`src/hw/rtl/ghp_pkg.sv`:
```
`timescale 1ns / 1ps
// ----------------------------------------------------------------------------
// ghp_pkg
// Shared widths, constants and register codes of the Gaussian heat-map pixel
// unit.
// ----------------------------------------------------------------------------
package ghp_pkg;

  // field widths
  localparam int unsigned PixW      = 8;
  localparam int unsigned JointW    = 17;
  localparam int unsigned GridW     = 16;
  localparam int unsigned CoefW     = 20;
  localparam int unsigned HeatW     = 16;
  localparam int unsigned InTdataW  = 56;
  localparam int unsigned OutTdataW = 16;
  localparam int unsigned CfgAddrW  = 1;
  localparam int unsigned CfgDataW  = 20;

  // datapath widths
  localparam int unsigned DistW   = 24;
  localparam int unsigned SqW     = 2 * DistW;
  localparam int unsigned ArgW    = 29;
  localparam int unsigned ExpW    = 21;
  localparam int unsigned FracW   = 16;
  localparam int unsigned ShW     = ExpW - FracW;
  localparam int unsigned TabW    = 17;

  // pixel index limit of the heat map
  localparam int unsigned GridMax = 256;

  // fixed-point constants
  localparam logic [JointW-1:0] JointOne  = 17'h10000;
  localparam logic [ArgW-1:0]   ArgMax    = 29'h1000_0000;
  localparam logic [16:0]       Log2eQ16  = 17'd94548;
  localparam logic [31:0]       Ln2Q32    = 32'd2977044472;
  localparam logic [HeatW-1:0]  HeatMax   = 16'hFFFF;

  // configuration reset values
  localparam logic [GridW-1:0] GridRecipRst = 16'd1024;
  localparam logic [CoefW-1:0] GaussCoefRst = 20'd51200;

  // register stages from input transfer to output register
  localparam int unsigned PipeDepth = 8;

  typedef enum logic [CfgAddrW-1:0] {
    CfgGridRecip = 1'b0,
    CfgGaussCoef = 1'b1
  } cfg_reg_e;

endpackage

```
`src/hw/rtl/ghp_arg.sv`:
```
`timescale 1ns / 1ps
// ----------------------------------------------------------------------------
// ghp_arg
// Three-stage exponent path: distance sum with clamp, coefficient product
// with clamp at 16.0, scaling by log2(e) into a base-2 exponent.
// ----------------------------------------------------------------------------
module ghp_arg (
  input  logic                         clk_i,
  input  logic                         rst_ni,
  input  logic                         in_valid_i,
  output logic                         in_ready_o,
  input  logic [ghp_pkg::SqW-1:0]      dx_sq_i,
  input  logic [ghp_pkg::SqW-1:0]      dy_sq_i,
  input  logic [ghp_pkg::CoefW-1:0]    gauss_coef_i,
  output logic                         out_valid_o,
  input  logic                         out_ready_i,
  output logic [ghp_pkg::ExpW-1:0]     exp2_arg_o
);

  localparam int unsigned SqW    = ghp_pkg::SqW;
  localparam int unsigned SumW   = SqW + 1;
  localparam int unsigned ArgW   = ghp_pkg::ArgW;
  localparam int unsigned ExpW   = ghp_pkg::ExpW;
  localparam int unsigned ProdW  = ArgW + ghp_pkg::CoefW;
  localparam int unsigned ScaleW = ArgW + 17;

  logic [2:0] vld_q;
  logic [2:0] rdy;

  logic [SumW-1:0]   sum_sq;
  logic [SumW-17:0]  scaled;
  logic [ArgW-1:0]   dist_d, dist_q;
  logic [ProdW-1:0]  prod;
  logic [ArgW-1:0]   arg_d, arg_q;
  logic [ScaleW-1:0] scale_prod;
  logic [ExpW-1:0]   exp_d, exp_q;

  assign rdy[2]     = !vld_q[2] || out_ready_i;
  assign rdy[1]     = !vld_q[1] || rdy[2];
  assign rdy[0]     = !vld_q[0] || rdy[1];
  assign in_ready_o = rdy[0];

  // saturating at 4096.0 here is exact: any nonzero coefficient saturates later
  assign sum_sq = SumW'(dx_sq_i) + SumW'(dy_sq_i);
  assign scaled = sum_sq[SumW-1:16];
  assign dist_d = (scaled > (SumW-16)'(ghp_pkg::ArgMax)) ? ghp_pkg::ArgMax : ArgW'(scaled);

  assign prod  = ProdW'(dist_q) * ProdW'(gauss_coef_i);
  assign arg_d = (prod > ProdW'(ghp_pkg::ArgMax)) ? ghp_pkg::ArgMax : ArgW'(prod);

  assign scale_prod = ScaleW'(arg_q) * ScaleW'(ghp_pkg::Log2eQ16);
  assign exp_d      = ExpW'(scale_prod >> 24);

  always_ff @(posedge clk_i or negedge rst_ni) begin
    if (!rst_ni) begin
      vld_q <= '0;
    end else begin
      if (rdy[0]) vld_q[0] <= in_valid_i;
      if (rdy[1]) vld_q[1] <= vld_q[0];
      if (rdy[2]) vld_q[2] <= vld_q[1];
    end
  end

  always_ff @(posedge clk_i) begin
    if (rdy[0] && in_valid_i) begin
      dist_q <= dist_d;
    end
    if (rdy[1] && vld_q[0]) begin
      arg_q <= arg_d;
    end
    if (rdy[2] && vld_q[1]) begin
      exp_q <= exp_d;
    end
  end

  assign out_valid_o = vld_q[2];
  assign exp2_arg_o  = exp_q;

endmodule

```
`config.mk`:
```
export PLATFORM = sky130hd
export DESIGN_NAME = ghp_arg
export DESIGN_NICKNAME = d
export VERILOG_FILES = /design/src/hw/rtl/ghp_pkg.sv /design/src/hw/rtl/ghp_arg.sv
export SDC_FILE = /design/constraint.sdc
export NUM_CORES = 2
export LEC_CHECK = 0
export ABC_AREA = 1
export ABC_CLOCK_PERIOD_IN_PS = 7400
export BUFFER_PORTS_ARGS = -buffer_cell sky130_fd_sc_hd__buf_2
export CELL_PAD_IN_SITES_DETAIL_PLACEMENT = 0
export CELL_PAD_IN_SITES_GLOBAL_PLACEMENT = 1
export CORE_ASPECT_RATIO = 1.1
export CORE_UTILIZATION = 45
export CTS_BUF_LIST = sky130_fd_sc_hd__clkbuf_16
export CTS_CLUSTER_DIAMETER = 80
export DETAILED_ROUTE_END_ITERATION = 10
export HOLD_SLACK_MARGIN = 0.05
export PLACE_DENSITY_LB_ADDON = 0.1
export RECOVER_POWER = 100
export SYNTH_ARGS = -nofsm -noshare
export SYNTH_HDL_FRONTEND = slang
export SYNTH_SLANG_ARGS = --single-unit
```
`constraint.sdc`:
```
create_clock -name clk_i -period 7.4 [get_ports clk_i]
set_clock_uncertainty 0.05 [all_clocks]
set_input_delay 0.74 -clock clk_i [delete_from_list [all_inputs] [get_ports clk_i]]
set_output_delay 0.74 -clock clk_i [all_outputs]
set_load 0.02 [all_outputs]
```
==> impl_metrics.py <==
metrics = {
    "global_routing": {
        "antenna_found_initial": 0,
        "grt.total_usage_pct": 25.8,
        "grt_pass1_vias": 29200,
        "grt-ovfl-total": 0,
        "grt_max_degree": 30,
        "grt_pass1_wl_um": 157000,
    },
    "clocking": {
        "cts_tree": "built",
        "clk_latency_ps": 360,
        "cts-root-buf": "clkbuf_16",
        "cts_inserted_buffers": 9,
        "htreeDepth": 3,
        "clockBufferDepth": 2,
        "cts_hold_buf": 0,
        "clk_pin_slew_ps": 70,
        "clkSinkCount": 82,
    },
    "placed_design": {
        "dp_hpwl_um": 87200,
        "io_buffers": 142,
        "gp_congestion": 0.922,
    },
    "synth": {
        "ys_ff_latch": 82,
        "synth_area_um2": 34900,
        "ys_seq_area_share_pct": 7.01,
        "netlist_instances": 4730,
        "synth_edf_count": 79,
        "async_reset_ff_share_pct": 3.66,
        "ys.flop_type": "edfxtp_1",
        "yosys.cell_types.count": 46,
        "ys_warn_count": 0,
        "postSynthAreaPerCell_um2": 7.38,
        "synth_fp_nets": 5879,
    },
    "drt": {
        "drt.antenna.violating_nets": 0,
        "drc": 0,
        "wl_per_cell_um": 16.4,
        "drt_iter0_markers": 1503,
        "dr_total_vias": 28600,
        "drt_pass1_iterations": 7,
        "vias_per_cell": 4.80,
        "route.final.wire_length_um": 97600,
    },
    "final_layout": {
        "final_common_cell": "inv_1",
        "n_fill_cell": 7931,
        "synthToLayoutAreaGrowth_pct": 9.82,
        "antennaDiodeCount": 0,
        "layout-drive-gt1-share_pct": 7.48,
        "nets": 6075,
        "final_cell_mix": "1349 x inv_1, 1342 x nand2_1, 628 x fa_1, 399 x ha_1, 250 x nor2_1",
    },
    "timing": {
        "finalHoldWorstSlack_ps": 117,
        "clock.fmax_mhz": 141,
        "finalSetupViolations": 0,
        "hold_violations": 0,
        "rsz0062_at_grt": "no",
        "finalCriticalPeriod_ps": 7080,
        "fin_crit_sh_pct": 95.7,
        "finalMaxSlewViolations": 22,
        "finalSetupTns_ps": 0,
        "maxSlewHeadroom_pct": -32.3,
        "tightest_slew_ps": 1980,
    },
    "floorplan": {
        "placeableCoreArea_um2": 76400,
        "die_area_um2": 78700,
        "top_level_ports": 143,
        "row_count": 106,
        "die-width_um": 268,
        "start_util_pct": 45.7,
        "die_h_um": 294,
    },
    "worst_setup_path": {
        "r2r_setup_slack_ps": 390,
        "required_ps": 7570,
        "worstSetupStartpointType": "primary input",
        "crit_type": "in2reg",
        "critPathArrivalTime_ps": 7250,
        "cp-end-kind": "flip-flop",
        "crit_path_max_fanout": 28,
    },
    "run_status": {
        "outcome": "finished with violations",
        "violations": "max-capacitance violations, max-slew violations",
    },
    "run": {
        "maxCapViolations": 1,
    },
    "min_path": {
        "min_path_type": "in2async",
    },
}
==> cells in the mapped netlist, drive strengths merged, types with 3 or more instances <==
cell,count,area [µm²]
nand2,1358,5140
inv,1355,5090
fa,628,12600
ha,401,5020
nor2,277,1140
a21oi,135,698
nand3,129,678
clkbuf,106,398
edfxtp,79,2370
o21ai,52,260
nand4,29,181
o21bai,27,206
xor2,27,236
nor3,22,130
buf,17,105
nand3b,14,105
xnor2,14,123
a21o,11,82.6
a31oi,9,56.3
nor4,8,50.1
and2,5,31.3
a211oi,4,30.0
a21boi,4,30.0
dfrtp,3,75.1
o21a,3,22.5
==> final cells by class <==
type | count | area (µm²) | share of cell area (%)
clock inverter | 7 | 58.8 | 0.153
multi-input combinational | 3170 | 26900 | 70.1
timing repair buffer | 308 | 2350 | 6.14
tap | 1026 | 1280 | 3.35
clock buffer | 9 | 225 | 0.587
sequential | 82 | 2450 | 6.38
inverter | 1355 | 5090 | 13.3
==> final timing paths <==
check,from,end,cells past startpoint
max,gauss_coef_i[11],arg_q[9],27
min,rst_ni,vld_q[1],1
max reg2reg,dist_q[20],arg_q[9],34
min reg2reg,vld_q[1],vld_q[2],2
max in group asynchronous,rst_ni,vld_q[0],1
min in group clk_i,vld_q[1],vld_q[2],2
==> flip-flops by register name, summed over array words and instances, names as in the netlist <==
register / count
arg_q: 29
dist_q: 29
exp2_arg_o: 21
vld_q: 3
==> worst max-delay path: stages <==
cell and delay [ps]:
buf_2 380, nand2_1 160, fa_1 600, fa_1 460, fa_1 550, inv_1 50, fa_1 510, inv_1 60
fa_1 470, inv_1 50, fa_1 520, ha_1 320, ha_1 360, a21oi_1 280, nor2_1 70, nor2_1 130
o21ai_0 210, a21oi_1 220, nand3_1 100, nand2_1 90, nand3_1 90, nor2_1 200, nand3_1 110, nor2_2 140
nand3_4 90, buf_12 170, nor2_1 110
==> per-stage QoR <==
step           worst slack (ps)  utilization (%)  cell area (µm²)  cells
4_1_cts                    24.4             49.9            38100   5944
3_3_place_gp               -256             49.5            37800   5928
2_1_floorplan               323                -            34900   4730
5_1_grt                    10.7             50.2            38300   5957
6_report                    320             50.2            38300   5957
3_5_place_dp               -205             49.5            37800   5928
==> metal layers <==
layer | share of wire [%] | GRT usage, %
met1 | 45 | 34.8
met2 | 50 | 45.7
met3 | 3.3 | 1.87
met4 | 1.4 | 4.06
met5 | 0 | 0
==> what timing repair did <==
action,4_1_cts,5_1_grt
endpoints found under the setup margin,0,29
hold endpoints to repair,0,0
resized for setup,0,17
setup buffers,0,13
==> cell families (layout without fill, tap and decap cells) <==
family          Yosys count  in the layout  share of synthesized area [%]
xor+xnor                 41             41                           1.03
compound gates          252            252                           4.14
fa+ha+maj              1029           1029                           50.4
flops                    82             82                           7.01
buf+inv                1478           1679                           16.0
simple gates           1848           1848                           21.5
Power is left out: the tool's default activity adds up to more than one toggle a clock period on the data nets, which glitch-free logic cannot reach.
