File: src/hw/rtl/ghp_pkg.sv
`timescale 1ns / 1ps
// ----------------------------------------------------------------------------
// ghp_pkg
// Shared widths, constants and register codes of the Gaussian heat-map pixel
// unit.
// ----------------------------------------------------------------------------
package ghp_pkg;

  // field widths
  localparam int unsigned PixW      = 8;
  localparam int unsigned JointW    = 17;
  localparam int unsigned GridW     = 16;
  localparam int unsigned CoefW     = 20;
  localparam int unsigned HeatW     = 16;
  localparam int unsigned InTdataW  = 56;
  localparam int unsigned OutTdataW = 16;
  localparam int unsigned CfgAddrW  = 1;
  localparam int unsigned CfgDataW  = 20;

  // datapath widths
  localparam int unsigned DistW   = 24;
  localparam int unsigned SqW     = 2 * DistW;
  localparam int unsigned ArgW    = 29;
  localparam int unsigned ExpW    = 21;
  localparam int unsigned FracW   = 16;
  localparam int unsigned ShW     = ExpW - FracW;
  localparam int unsigned TabW    = 17;

  // pixel index limit of the heat map
  localparam int unsigned GridMax = 256;

  // fixed-point constants
  localparam logic [JointW-1:0] JointOne  = 17'h10000;
  localparam logic [ArgW-1:0]   ArgMax    = 29'h1000_0000;
  localparam logic [16:0]       Log2eQ16  = 17'd94548;
  localparam logic [31:0]       Ln2Q32    = 32'd2977044472;
  localparam logic [HeatW-1:0]  HeatMax   = 16'hFFFF;

  // configuration reset values
  localparam logic [GridW-1:0] GridRecipRst = 16'd1024;
  localparam logic [CoefW-1:0] GaussCoefRst = 20'd51200;

  // register stages from input transfer to output register
  localparam int unsigned PipeDepth = 8;

  typedef enum logic [CfgAddrW-1:0] {
    CfgGridRecip = 1'b0,
    CfgGaussCoef = 1'b1
  } cfg_reg_e;

endpackage

File: src/hw/rtl/ghp_dist.sv
`timescale 1ns / 1ps
// ----------------------------------------------------------------------------
// ghp_dist
// Three-stage front end: pixel scaling and joint clamp, absolute axis
// distance, squared distance per axis.
// ----------------------------------------------------------------------------
module ghp_dist (
  input  logic                           clk_i,
  input  logic                           rst_ni,
  input  logic                           in_valid_i,
  output logic                           in_ready_o,
  input  logic [ghp_pkg::PixW-1:0]       pixel_row_i,
  input  logic [ghp_pkg::PixW-1:0]       pixel_col_i,
  input  logic [ghp_pkg::JointW-1:0]     joint_x_i,
  input  logic [ghp_pkg::JointW-1:0]     joint_y_i,
  input  logic [ghp_pkg::GridW-1:0]      grid_recip_i,
  output logic                           out_valid_o,
  input  logic                           out_ready_i,
  output logic [ghp_pkg::SqW-1:0]        dx_sq_o,
  output logic [ghp_pkg::SqW-1:0]        dy_sq_o
);

  localparam int unsigned DistW = ghp_pkg::DistW;
  localparam int unsigned SqW   = ghp_pkg::SqW;

  function automatic logic [ghp_pkg::PixW-1:0] clamp_pix(input logic [ghp_pkg::PixW-1:0] p);
    logic [ghp_pkg::PixW-1:0] r;
    r = p;
    if (32'(p) > ghp_pkg::GridMax - 1) begin
      r = ghp_pkg::PixW'(ghp_pkg::GridMax - 1);
    end
    return r;
  endfunction

  function automatic logic [ghp_pkg::JointW-1:0] clamp_joint(
    input logic [ghp_pkg::JointW-1:0] j
  );
    return (j > ghp_pkg::JointOne) ? ghp_pkg::JointOne : j;
  endfunction

  function automatic logic [DistW-1:0] abs_diff(input logic [DistW-1:0] a,
                                                input logic [DistW-1:0] b);
    return (a >= b) ? (a - b) : (b - a);
  endfunction

  logic [2:0] vld_q;
  logic [2:0] rdy;

  logic [DistW-1:0]          px_d, py_d, px_q, py_q;
  logic [ghp_pkg::JointW-1:0] jx_d, jy_d, jx_q, jy_q;
  logic [DistW-1:0]          dx_d, dy_d, dx_q, dy_q;
  logic [SqW-1:0]            dx_sq_d, dy_sq_d, dx_sq_q, dy_sq_q;

  assign rdy[2]     = !vld_q[2] || out_ready_i;
  assign rdy[1]     = !vld_q[1] || rdy[2];
  assign rdy[0]     = !vld_q[0] || rdy[1];
  assign in_ready_o = rdy[0];

  assign px_d = DistW'(clamp_pix(pixel_col_i)) * DistW'(grid_recip_i);
  assign py_d = DistW'(clamp_pix(pixel_row_i)) * DistW'(grid_recip_i);
  assign jx_d = clamp_joint(joint_x_i);
  assign jy_d = clamp_joint(joint_y_i);

  assign dx_d = abs_diff(px_q, DistW'(jx_q));
  assign dy_d = abs_diff(py_q, DistW'(jy_q));

  assign dx_sq_d = SqW'(dx_q) * SqW'(dx_q);
  assign dy_sq_d = SqW'(dy_q) * SqW'(dy_q);

  always_ff @(posedge clk_i or negedge rst_ni) begin
    if (!rst_ni) begin
      vld_q <= '0;
    end else begin
      if (rdy[0]) vld_q[0] <= in_valid_i;
      if (rdy[1]) vld_q[1] <= vld_q[0];
      if (rdy[2]) vld_q[2] <= vld_q[1];
    end
  end

  always_ff @(posedge clk_i) begin
    if (rdy[0] && in_valid_i) begin
      px_q <= px_d;
      py_q <= py_d;
      jx_q <= jx_d;
      jy_q <= jy_d;
    end
    if (rdy[1] && vld_q[0]) begin
      dx_q <= dx_d;
      dy_q <= dy_d;
    end
    if (rdy[2] && vld_q[1]) begin
      dx_sq_q <= dx_sq_d;
      dy_sq_q <= dy_sq_d;
    end
  end

  assign out_valid_o = vld_q[2];
  assign dx_sq_o     = dx_sq_q;
  assign dy_sq_o     = dy_sq_q;

endmodule

File: config.mk
export PLATFORM = sky130hd
export DESIGN_NAME = ghp_dist
export DESIGN_NICKNAME = d
export VERILOG_FILES = /design/src/hw/rtl/ghp_pkg.sv /design/src/hw/rtl/ghp_dist.sv
export SDC_FILE = /design/constraint.sdc
export NUM_CORES = 2
export LEC_CHECK = 0
export BUFFER_PORTS_ARGS = -buffer_cell sky130_fd_sc_hd__buf_2
export CORE_ASPECT_RATIO = 0.7
export CORE_UTILIZATION = 58
export CTS_CLUSTER_DIAMETER = 50
export DETAILED_ROUTE_END_ITERATION = 8
export PLACE_DENSITY_LB_ADDON = 0.08
export SYNTH_ARGS = -nofsm -noshare
export SYNTH_HDL_FRONTEND = slang
export SYNTH_SLANG_ARGS = --single-unit
File: constraint.sdc
create_clock -name clk_i -period 14.37 [get_ports clk_i]
set_input_delay 2.1555 -clock clk_i [delete_from_list [all_inputs] [get_ports clk_i]]
set_output_delay 2.1555 -clock clk_i [all_outputs]
set_load 0.05 [all_outputs]
==> run metrics <==
status finished, final reports clean; hold_sp vld_q[0]; core box area 0.0867 mm2; placed instance area 0.0530 mm2; final instance area 0.0542 mm2; CTS Buffer Depth 3; Slew HR 19.1%; GR Util All Layers 28.2%; first-pass GRT wire length 197 mm; TritonCTS clock tree built; Top Ports 168; cts repair resizes 0; via count 35600; async set-reset flop share out of synthesis 1.32%; grt ovf 0; Worst Hold End vld_q[1]; Sum Neg Setup Slack 0 ns; H-tree Lvls 2; Cells after DPL 6527; clock transition at the registers of the reported paths 0.06 ns; post-route ant nets 0; critical path class flip-flop to flip-flop; sequential area share after synthesis 13.3%; Die Height 250 um; post-synthesis cell type count 73; DRC 0; FF-to-FF setup slack 5.30 ns; # hold bufs at CTS 0; layout cells sized above 1 5.47%; gpl congestion 0.927; synthesized netlist cell count 5359; Largest stage delay, worst path 1.09 ns; Initial DRC Count 2777; Num CTS Buffers 37; post-synthesis cell area 0.0511 mm2; CP max stage cell edfxtp_1; Die W 357 um; Reg area 0.00680 mm2; Fill cells 7433; RSZ-0062 raised after global routing no; worst r2r src dy_q[4]; crit share post-route 63.1%; Setup Fix Bufs, Post-CTS 0; Slew @ Worst Pin 1.21 ns; worst r2r dst dy_sq_o[41]; WL final 121 mm; Hold Path Stages 1; initial core utilization 58.9%; FP Rows 90; Final Util 62.5%; Synth Warn # 0; WP data arrival 9.41 ns; # nets final 7011; Worst Setup Start Kind flip-flop; die area 0.0893 mm2; Primary FF master, synth edfxtp_1; final setup fails 0; vias per cell 5.39; fmax 0.110 GHz; Required @ worst endpoint 14.71 ns; count of input and output buffers 165; Clock Skew 0.0308 ns; Hold Path Class flip-flop to flip-flop; Sink Count 227; reg2reg path depth 24; DP HPWL 98.3 mm; vias in the first global route 36400; Syn Area/Cell 9.54 um2; area delta synth->final 6.02%; CP dominant cell by count fa_1; Final Max Tran Viols 0; Layout Cells excl Fill 6595; largest net degree at the start of global routing 72; Root Driver clkbuf_16; area of the multi-input gates 0.0383 mm2; Post-synth EDFFs 224; fin crit period 9.07 ns; Pre-antenna DRT Iters 8; Seq cells post-synth 227; n_diodes 0; Critical Path Fanout Max 24; antenna violations before repair 8; final hold vios 0; DR WL/cell 18.3 um; clk_lat worst skew 0.61 ns; MaxCap Viol Count 0; crit-path cells nand2_1 -> fa_1 -> inv_1 -> fa_1 -> fa_1 -> inv_1 -> fa_1 -> inv_1 -> fa_1 -> fa_1 -> inv_1 -> fa_1 -> inv_1 -> ha_1 -> a21oi_1 -> o2111ai_1 -> o221a_2 -> a211o_1 -> a41oi_1 -> o21bai_1 -> a221oi_1 -> o21bai_1 -> a41oi_1 -> xnor2_1; crit end category flip-flop
-- layout by cell type (no fill, tap or decap), types with 8 or more instances in the layout --
| cell | count |
|---|---|
| fa_1 | 1018 |
| a211oi_1 | 19 |
| mux2i_1 | 15 |
| nor2b_1 | 67 |
| clkbuf_16 | 38 |
| o21ai_0 | 85 |
| edfxtp_1 | 224 |
| a41oi_1 | 9 |
| nand2_1 | 533 |
| nand2b_1 | 26 |
| a21o_1 | 106 |
| o211ai_1 | 9 |
| nand4_1 | 27 |
| inv_1 | 1408 |
| a31oi_1 | 20 |
| a21oi_1 | 170 |
| buf_2 | 165 |
| ha_1 | 507 |
| buf_4 | 40 |
| o21bai_1 | 24 |
| and2_1 | 354 |
| nor2_1 | 133 |
| xnor2_1 | 116 |
| nand3_1 | 37 |
| nor4_1 | 12 |
| a21boi_0 | 13 |
| o21a_1 | 14 |
| and3_1 | 14 |
| xor2_1 | 70 |
| nor3_1 | 24 |
| or2_2 | 8 |
-- cell type report --
class	instances	area share (%)
Clock buffer	44	1.82
Clock inverter	24	0.441
Inverter	1408	9.75
Multi-Input combinational cell	3537	70.7
Sequential cell	227	12.6
Tap cell	1150	2.66
Timing Repair Buffer	205	2.08
-- worst max-delay path by stage --
stage,from,end,slack [ns],cells past startpoint
after floorplan,dy_q[18],dy_sq_o[41],7.27,27
after global placement,dy_q[4],dy_sq_o[41],5.77,24
after detailed placement,dy_q[4],dy_sq_o[41],5.60,24
after CTS,dy_q[4],dy_sq_o[41],5.58,24
after global routing,dy_q[4],dy_sq_o[41],5.14,24
final,dy_q[4],dy_sq_o[41],5.30,24
-- synthesized netlist by cell type (6+ instances only) --
| cell | instances | area, um2 |
|---|---|---|
| a211oi_1 | 19 | 143 |
| nor3_1 | 24 | 120 |
| buf_2 | 8 | 40.0 |
| inv_1 | 1408 | 5290 |
| fa_1 | 1018 | 20400 |
| mux2i_1 | 15 | 150 |
| o211ai_1 | 9 | 67.6 |
| a21boi_0 | 13 | 97.6 |
| nor2_1 | 133 | 499 |
| nor2b_1 | 67 | 419 |
| nand2_1 | 533 | 2000 |
| a221oi_1 | 6 | 52.6 |
| a41oi_1 | 9 | 78.8 |
| a21o_1 | 106 | 796 |
| and3_1 | 14 | 87.6 |
| o21ai_0 | 85 | 425 |
| nor4_1 | 12 | 75.1 |
| a311oi_1 | 6 | 52.6 |
| edfxtp_1 | 224 | 6730 |
| nand4_1 | 27 | 169 |
| o21bai_1 | 24 | 180 |
| xnor2_1 | 116 | 1020 |
| o21a_1 | 14 | 105 |
| or2_2 | 8 | 50.1 |
| xor2_1 | 70 | 613 |
| nand2b_1 | 26 | 163 |
| clkbuf_1 | 173 | 649 |
| nand3_1 | 37 | 185 |
| o31ai_1 | 7 | 52.6 |
| ha_1 | 507 | 6340 |
| o221ai_1 | 6 | 52.6 |
| a31oi_1 | 20 | 125 |
| and2_1 | 357 | 2230 |
| a21oi_1 | 170 | 851 |
-- critical path: cells and delay by family, from the launching register on --
family / cells / cell delay (ns)
buffers and inverters: 5 / 0.29
AO/OA/AOI/OAI: 9 / 3.00
adder cells (fa/ha/maj): 8 / 4.06
XOR/XNOR: 1 / 0.09
flip-flops: 1 / 1.09
AND/OR/NAND/NOR: 1 / 0.28
-- sequential cells by signal (all words and copies together), names as in the netlist --
register,flops
dy_q,24
dy_sq_o,47
jy_q,17
jx_q,17
px_q,24
py_q,24
dx_q,24
dx_sq_o,47
vld_q,3
-- logic make-up after synthesis --
family,synth area share (%)
simple gates,12.0
flops,13.3
mux,0.338
xor+xnor,3.19
fa+ha+maj,52.3
compound gates,7.07
buf+inv,11.8
other cells,0.00734
-- per-layer routing --
metal,vias up,part of all wire (%),GRT usage [%]
li1,16400,-,-
met1,17800,48,45.2
met2,1313,39,37.7
met3,104,11,8.50
met4,8,1.5,4.63
met5,-,0.041,0
-- through the flow --
stage	hold slack [ns]	setup slack [ns]
2_1_floorplan	0.449	7.27
3_3_place_gp	0.475	5.77
3_5_place_dp	0.501	5.60
4_1_cts	0.513	5.58
5_1_grt	0.523	5.14
6_report	0.497	5.30
Power is not shown: default switching activity piles up to over one toggle a cycle in this logic, so the estimate is an artifact.
